==> src/design/nwh_pkg.sv <==
`timescale 1ns / 1ps
// ----------------------------------------------------------------------------
// nwh_pkg: shared types and constants for the nearest waypoint snapper.
// Holds the angle formats, the CORDIC arctangent table and the defaults.
// ----------------------------------------------------------------------------
package nwh_pkg;

  // Default sizes for the top-level parameters.
  localparam int MaxWaypointsDefault = 1024;
  localparam int CordicStepsDefault  = 24;

  // Command codes of an input transaction.
  localparam logic CmdWrite = 1'b0;
  localparam logic CmdQuery = 1'b1;

  // One full turn and half a turn in units of 1e-7 degree.
  localparam logic [34:0] FullTurn = 35'd3600000000;
  localparam logic [31:0] HalfTurn = 32'd1800000000;

  // Reciprocal of one full turn: floor(2^64 / full turn).
  localparam logic [32:0] RecipQ64 = 33'd5124095576;

  // Q1.30 constants: one, and the CORDIC gain compensation.
  localparam logic signed [33:0] OneQ30  = 34'sd1073741824;
  localparam logic signed [33:0] GainQ30 = 34'sd652032874;

  // Largest haversine term in unsigned Q0.32.
  localparam logic [35:0] HavMax = 36'd4294967295;

  // Arctangent of 2^-i in units of 2^-32 turn.
  function automatic logic [29:0] atan_turn(input logic [4:0] i);
    logic [29:0] a;
    case (i)
      5'd0:  a = 30'd536870912;
      5'd1:  a = 30'd316933406;
      5'd2:  a = 30'd167458907;
      5'd3:  a = 30'd85004756;
      5'd4:  a = 30'd42667331;
      5'd5:  a = 30'd21354465;
      5'd6:  a = 30'd10679838;
      5'd7:  a = 30'd5340245;
      5'd8:  a = 30'd2670163;
      5'd9:  a = 30'd1335087;
      5'd10: a = 30'd667544;
      5'd11: a = 30'd333772;
      5'd12: a = 30'd166886;
      5'd13: a = 30'd83443;
      5'd14: a = 30'd41722;
      5'd15: a = 30'd20861;
      5'd16: a = 30'd10430;
      5'd17: a = 30'd5215;
      5'd18: a = 30'd2608;
      5'd19: a = 30'd1304;
      5'd20: a = 30'd652;
      5'd21: a = 30'd326;
      5'd22: a = 30'd163;
      5'd23: a = 30'd81;
      5'd24: a = 30'd41;
      5'd25: a = 30'd20;
      5'd26: a = 30'd10;
      5'd27: a = 30'd5;
      5'd28: a = 30'd3;
      5'd29: a = 30'd1;
      5'd30: a = 30'd1;
      default: a = 30'd0;
    endcase
    return a;
  endfunction

endpackage

==> src/design/nwh_cos.sv <==
`timescale 1ns / 1ps
// ----------------------------------------------------------------------------
// nwh_cos: sequential cosine unit.
// Wraps an angle in 1e-7 degree to one turn, converts it to a binary angle
// by reciprocal multiplication with one correction step, then runs a
// rotation-mode CORDIC one step a cycle.
// ----------------------------------------------------------------------------
module nwh_cos #(
  parameter int CordicSteps = nwh_pkg::CordicStepsDefault
) (
  input  logic               clk_i,
  input  logic               rst_ni,
  input  logic               start_i,
  input  logic signed [33:0] angle_i,
  output logic               done_o,
  output logic signed [31:0] cos_o
);

  localparam int StepW = $clog2(CordicSteps + 1);

  typedef enum logic [3:0] {
    S_IDLE,
    S_WRAP,
    S_MULR,
    S_QEST,
    S_MULQ,
    S_CORR,
    S_PREP,
    S_ROT,
    S_FIN
  } state_e;

  state_e             state_q;
  logic signed [34:0] r_q;
  logic [31:0]        rw_q;
  logic [64:0]        rm_q;
  logic [32:0]        qe_q;
  logic [64:0]        qf_q;
  logic [31:0]        quo_q;
  logic [StepW-1:0]   step_q;
  logic [1:0]         quad_q;
  logic signed [33:0] x_q, y_q, z_q;
  logic               done_q;
  logic signed [31:0] cos_q;

  logic [64:0]        num_d;
  logic [64:0]        lim_d;
  logic [31:0]        t_rnd;
  logic [1:0]         quad_d;
  logic [31:0]        u_d;
  logic signed [33:0] dx, dy, zstep;
  logic signed [33:0] c_sel;

  // Dividend r * 2^32 + half turn, and the bound for one more quotient step.
  assign num_d = {1'b0, rw_q, 32'd0} + 65'(nwh_pkg::HalfTurn);
  assign lim_d = qf_q + 65'(nwh_pkg::FullTurn);

  // Quarter-turn selection and residual angle.
  assign t_rnd  = quo_q + 32'h2000_0000;
  assign quad_d = t_rnd[31:30];
  assign u_d    = quo_q - {quad_d, 30'd0};

  // Shared CORDIC shifter.
  assign dx    = y_q >>> step_q;
  assign dy    = x_q >>> step_q;
  assign zstep = signed'({4'd0, nwh_pkg::atan_turn(5'(step_q))});

  // Quadrant fold of the rotated vector.
  always_comb begin
    case (quad_q)
      2'd0:    c_sel = x_q;
      2'd1:    c_sel = -y_q;
      2'd2:    c_sel = -x_q;
      default: c_sel = y_q;
    endcase
  end

  // Sequencer and datapath registers.
  always_ff @(posedge clk_i or negedge rst_ni) begin
    if (!rst_ni) begin
      state_q <= S_IDLE;
      r_q     <= '0;
      rw_q    <= '0;
      rm_q    <= '0;
      qe_q    <= '0;
      qf_q    <= '0;
      quo_q   <= '0;
      step_q  <= '0;
      quad_q  <= '0;
      x_q     <= '0;
      y_q     <= '0;
      z_q     <= '0;
      done_q  <= 1'b0;
      cos_q   <= '0;
    end else begin
      done_q <= (state_q == S_FIN);
      case (state_q)
        S_IDLE: begin
          if (start_i) begin
            r_q     <= 35'(angle_i);
            state_q <= S_WRAP;
          end
        end
        // Bring the angle into one turn by adding or removing full turns.
        S_WRAP: begin
          if (r_q < 0) begin
            r_q <= r_q + signed'(nwh_pkg::FullTurn);
          end else if (r_q >= signed'(nwh_pkg::FullTurn)) begin
            r_q <= r_q - signed'(nwh_pkg::FullTurn);
          end else begin
            rw_q    <= r_q[31:0];
            state_q <= S_MULR;
          end
        end
        // Estimate the rounded quotient with the reciprocal of a full turn.
        S_MULR: begin
          rm_q    <= 65'(rw_q) * 65'(nwh_pkg::RecipQ64);
          state_q <= S_QEST;
        end
        // The estimate is exact or one too small.
        S_QEST: begin
          qe_q    <= 33'((rm_q + 65'h0_8000_0000) >> 32);
          state_q <= S_MULQ;
        end
        S_MULQ: begin
          qf_q    <= 65'(qe_q) * 65'(nwh_pkg::FullTurn[31:0]);
          state_q <= S_CORR;
        end
        // Add one when another full turn still fits in the dividend.
        S_CORR: begin
          if (num_d >= lim_d) begin
            quo_q <= qe_q[31:0] + 32'd1;
          end else begin
            quo_q <= qe_q[31:0];
          end
          state_q <= S_PREP;
        end
        S_PREP: begin
          quad_q  <= quad_d;
          z_q     <= 34'(signed'(u_d));
          x_q     <= nwh_pkg::GainQ30;
          y_q     <= '0;
          step_q  <= '0;
          state_q <= S_ROT;
        end
        // One CORDIC rotation per cycle.
        S_ROT: begin
          if (!z_q[33]) begin
            x_q <= x_q - dx;
            y_q <= y_q + dy;
            z_q <= z_q - zstep;
          end else begin
            x_q <= x_q + dx;
            y_q <= y_q - dy;
            z_q <= z_q + zstep;
          end
          step_q <= step_q + StepW'(1);
          if (step_q == StepW'(CordicSteps - 1)) begin
            state_q <= S_FIN;
          end
        end
        // Fold the quadrant back and clamp to plus or minus one.
        S_FIN: begin
          if (c_sel > nwh_pkg::OneQ30) begin
            cos_q <= 32'(nwh_pkg::OneQ30);
          end else if (c_sel < -nwh_pkg::OneQ30) begin
            cos_q <= 32'(-nwh_pkg::OneQ30);
          end else begin
            cos_q <= 32'(c_sel);
          end
          state_q <= S_IDLE;
        end
        default: state_q <= S_IDLE;
      endcase
    end
  end

  assign done_o = done_q;
  assign cos_o  = cos_q;

endmodule

==> config.mk <==
export PLATFORM = sky130hd
export DESIGN_NAME = nwh_cos
export DESIGN_NICKNAME = d
export VERILOG_FILES = /design/src/design/nwh_pkg.sv /design/src/design/nwh_cos.sv
export SDC_FILE = /design/constraint.sdc
export NUM_CORES = 2
export LEC_CHECK = 0
export ABC_CLOCK_PERIOD_IN_PS = 13900
export BUFFER_PORTS_ARGS = -buffer_cell sky130_fd_sc_hd__buf_2
export CAP_MARGIN = 20
export CORE_MARGIN = 8
export CORE_UTILIZATION = 55
export CTS_CLUSTER_DIAMETER = 100
export DETAILED_ROUTE_END_ITERATION = 16
export MAX_ROUTING_LAYER = met4
export PLACE_DENSITY = 0.69
export SETUP_SLACK_MARGIN = 0.02
export SLEW_MARGIN = 20
export SYNTH_ARGS = -nofsm -noshare
export SYNTH_HDL_FRONTEND = slang
export SYNTH_SLANG_ARGS = --single-unit
==> constraint.sdc <==
create_clock -name clk_i -period 13.9 [get_ports clk_i]
set_input_delay 2.78 -clock clk_i [delete_from_list [all_inputs] [get_ports clk_i]]
set_output_delay 2.78 -clock clk_i [all_outputs]
set_load 0.005 [all_outputs]
==> results.md <==
- The run finished with clean final reports.
- Clock-pin slew was measured on the worst setup and hold paths at 0.06 ns.
- For the pin with the worst max-slew slack, the measured transition is 1.11 ns.
- The number of top-level design ports is 70.
- Across every metal layer, demand over resource in global routing totals 32.6%.
- Before antenna repair, the detailed router went through 9 iterations.
- The number of vias after detailed routing is 49100.
- The count of pins over their slew limit is 0.
- The core region is 110000 sq um.
- The area share of the leading cell type in the synthesized netlist is 23.5%.
- The count of different cell masters after synthesis is 99.
- The area taken by flip-flops and latches is 9200 sq um.
- The first global-routing pass estimated 298000 microns of wire.
- The x dimension of the die is 349 microns.
- STA puts the critical path data required time at 14.38 ns.
- Compared with the post-synthesis result, the final layout area differs by 5.44%.
- The post-synthesis share of cell area spent on and, or, nand and nor gates is 11.3%.
- The final-layout fill cell count is 9788.
- The number of global-route vias before repair is 49400.
- The initial core utilization is 55.2%.
- The total nets after synthesis is 8198.
- The post-route fraction of the period consumed by the critical path is 66.1%.
- After synthesis the netlist holds a flip-flop and latch count of 367.
- In this run the tool buffered the top-level ports with 69 buffer cells.
- The wire length per cell is 23.9 microns.
- The H-tree was split into 2 levels.
- The total of cells resized after clock tree synthesis is 0.
- The achievable clock frequency is 109 MHz.
- The worst-case headroom to the max-slew limit is 25.9%.
- Setup repair after global routing left no endpoint under its margin.
- The share of the core filled with cells is 58.2%.
- The height of the die is 349 microns.
- The clock buffer count from CTS is 49.
- The biggest fanout along the worst timing path is 9.
- Synthesis handed over a netlist of 6661 instances.
- Summed over all layers, the routed wires come to 193000 microns.
- The critical path is of the reg -> reg type.
- The die covers 122000 sq um.
- The cell at the slowest stage of the critical path is sky130_fd_sc_hd__fa_1.
- The floorplan has 122 rows.
- The category of the worst setup path capture point is a flip-flop.
- Entering global routing, the biggest net connects 102 pins.
- The footprint of the multi-input gates is 46700 sq um.
- The cell area that synthesis handed to floorplanning was 61000 sq um.
- The cell at the root of the clock tree is sky130_fd_sc_hd__clkbuf_16.
- The portion of the post-synthesis area used by sequential elements is 15.1%.
- The share of flip-flops with an asynchronous set or reset after synthesis is 100%.
- After detailed routing, the number of vias per cell comes to 6.07.
- The main combinational cell family by area after synthesis is adder cells.
- The total of endpoints with negative setup slack in the final report is 0.
- The total setup buffers inserted after CTS is 0.
- The fraction of the mapped netlist area in compound gates is 14.4%.
- The leftover overflow at the end of global routing is 0.
- The count of synthesis-stage warnings from yosys is 0.
- The HPWL after detailed placement is 157000 microns.
- The number of endpoints with negative hold slack in the final report was 0.
- The proportion of synthesized area in mux cells is 5.41%.
- Sorting the synthesized cells by area gives the leading types as sky130_fd_sc_hd__fa_1 (24%), sky130_fd_sc_hd__ha_1 (16%), sky130_fd_sc_hd__dfrtp_1 (15%), sky130_fd_sc_hd__inv_1 (6.3%), sky130_fd_sc_hd__a21oi_1 (3.3%).
- Yosys mapped a number of flops with a built-in enable equal to 0.
- The clock insertion delay at the later pin of the skew report is 0.66 ns.
- The total negative setup slack is 0 ns.
- The adder and majority cell fraction of the synthesized area is 39.6%.
- The cell accounting for the most synthesized area is sky130_fd_sc_hd__fa_1.
- The clock tree from TritonCTS is done.
- For the finished layout, the period the worst path requires is 9.19 ns.
- For this run, design rule violations remaining after detail routing come to 0.
- Among all flip-flop cells after synthesis, the most frequent one is sky130_fd_sc_hd__dfrtp_1.
- On the worst path, the slowest cell contributes a delay of 0.65 ns.
- The hold-fix buffer count after cts is 0.
- The count of nets left with antenna violations once routing finished came out at 0.
- The xor and xnor fraction of the mapped netlist area is 5.88%.
- The setup clock skew after layout is 0.0394 ns.
- The number of antenna violations at the first check in global routing is 5.
- The synthesized area per cell is 9.15 sq um.
- The global placement routability congestion is 1.03.
- In this run the worst hold path is classified as reg -> reg.
- The startpoint class of the critical path is a flip-flop.
- In this design, the critical path's most frequently occurring cell is sky130_fd_sc_hd__fa_1.
- For this block, the initial DRC count from the detailed router was 4233.
- The post-layout net count is 8097.
- The number of buffers on the longest clock path is 3.
- CTS saw 367 sinks.
- In the final layout, the share of cells above drive strength 1 is 6.93%.
- The data arrival time of the worst path is 9.67 ns.
- Max-cap violations in this run came to 0.
cell families (layout without fill, tap and decap cells):
group	after synthesis	after routing
xor gates and xnor gates	409	409
other	0	3
buffers and inverters	1316	1253
DFF	367	367
and+or+nand+nor	1456	1456
muxes	230	230
adders and majority gates	1501	1501
AOI/OAI and AO/OA	1382	1382
state kept, by name, indices dropped and copies added, names as in the netlist, 33 cells and up:
| name | cells |
|---|---|
| y_q | 34 |
| qe_q | 33 |
| x_q | 34 |
| qf_q | 55 |
| z_q | 34 |
| rm_q | 34 |
| r_q | 35 |
layer usage:
layer	vias up	track usage (%)	wire length (microns)
met1	24400	41.0	78500
li1	22400	-	-
met5	-	-	0
met4	0	13.8	9620
met2	1832	53.1	92700
met3	451	4.16	12300
through the flow:
| step | setup slack [ns] | instance area [sq um] | hold WS (ns) | std cells |
|---|---|---|---|---|
| 2_1_floorplan | 5.98 | 61000 | 0.439 | 6661 |
| 3_3_place_gp | 5.04 | 62500 | 0.454 | 7996 |
| 3_5_place_dp | 4.87 | 62500 | 0.466 | 7997 |
| 4_1_cts | 4.83 | 64300 | 0.479 | 8086 |
| 5_1_grt | 4.18 | 64300 | 0.497 | 8088 |
| 6_report | 4.71 | 64300 | 0.472 | 8089 |
cell usage in the layout, fill, tap and decap left out, types with 27 or more instances in the layout:
cell type                   count
sky130_fd_sc_hd__xor2_1       204
sky130_fd_sc_hd__or3_1         28
sky130_fd_sc_hd__buf_2         68
sky130_fd_sc_hd__inv_1       1021
sky130_fd_sc_hd__nand2b_1      40
sky130_fd_sc_hd__a211oi_1      39
sky130_fd_sc_hd__and2_1        33
sky130_fd_sc_hd__buf_4         68
sky130_fd_sc_hd__nor2_1       380
sky130_fd_sc_hd__mux2_2        77
sky130_fd_sc_hd__o22ai_1       51
sky130_fd_sc_hd__nand3_1      101
sky130_fd_sc_hd__and3_1        82
sky130_fd_sc_hd__nand4_1       40
sky130_fd_sc_hd__o21a_1        33
sky130_fd_sc_hd__nor2b_1       34
sky130_fd_sc_hd__a21o_1       112
sky130_fd_sc_hd__dfrtp_1      359
sky130_fd_sc_hd__o21bai_1      30
sky130_fd_sc_hd__xnor2_1      205
sky130_fd_sc_hd__ha_1         784
sky130_fd_sc_hd__clkbuf_16     49
sky130_fd_sc_hd__o31ai_1       33
sky130_fd_sc_hd__fa_1         716
sky130_fd_sc_hd__o21ai_0      342
sky130_fd_sc_hd__mux2i_1       80
sky130_fd_sc_hd__a31oi_1       56
sky130_fd_sc_hd__nand2_1      499
sky130_fd_sc_hd__a21oi_1      403
sky130_fd_sc_hd__mux4_2        72
sky130_fd_sc_hd__nor3_1        77
sky130_fd_sc_hd__a22o_1        27
final timing paths:
kind / start / end / depth (start not counted) / slack, ns
hold reg to reg: quo_q[23] / quo_q[23] / 2 / 0.47
setup reg to reg: rw_q[13] / rm_q[59] / 28 / 4.71
setup / recovery: rw_q[13] / rm_q[59] / 28 / 4.71
min in group asynchronous: rst_ni / r_q[26] / 1 / 2.13
max in group asynchronous: rst_ni / z_q[33] / 4 / 9.03
hold / removal: quo_q[23] / quo_q[23] / 2 / 0.47
cells in the mapped netlist, drive strengths merged, types with 40 or more instances:
library cell / instances
clkbuf: 209
o21ai: 355
xnor2: 205
o22ai: 51
nor2: 383
nand4: 40
ha: 784
nor3: 81
buf: 82
fa: 716
a211oi: 40
a21o: 112
xor2: 204
mux2i: 80
dfrtp: 367
nand2: 501
inv: 1023
nand3: 103
mux4: 72
a21oi: 403
mux2: 78
a31oi: 56
and3: 82
nand2b: 40
area by class of cell:
class	count	area share (%)
Sequential cell	367	14.3
Multi-Input combinational cell	4978	72.7
Tap cell	1488	2.90
Timing Repair Buffer	139	1.39
Antenna cell	3	0.0117
Inverter	1025	5.99
Clock buffer	64	2.14
Clock inverter	25	0.547
worst max-delay path, delay by kind of cell, from the launching register on:
kind | cells | cell delay, ns
flip-flops | 1 | 0.62
AO/OA/AOI/OAI | 9 | 2.65
AND/OR/NAND/NOR | 2 | 0.41
XOR/XNOR | 1 | 0.18
adder cells (fa/ha/maj) | 9 | 4.47
buffers and inverters | 7 | 0.71
Power is not shown: default switching activity piles up to over one toggle a cycle in this logic, so the estimate is an artifact.
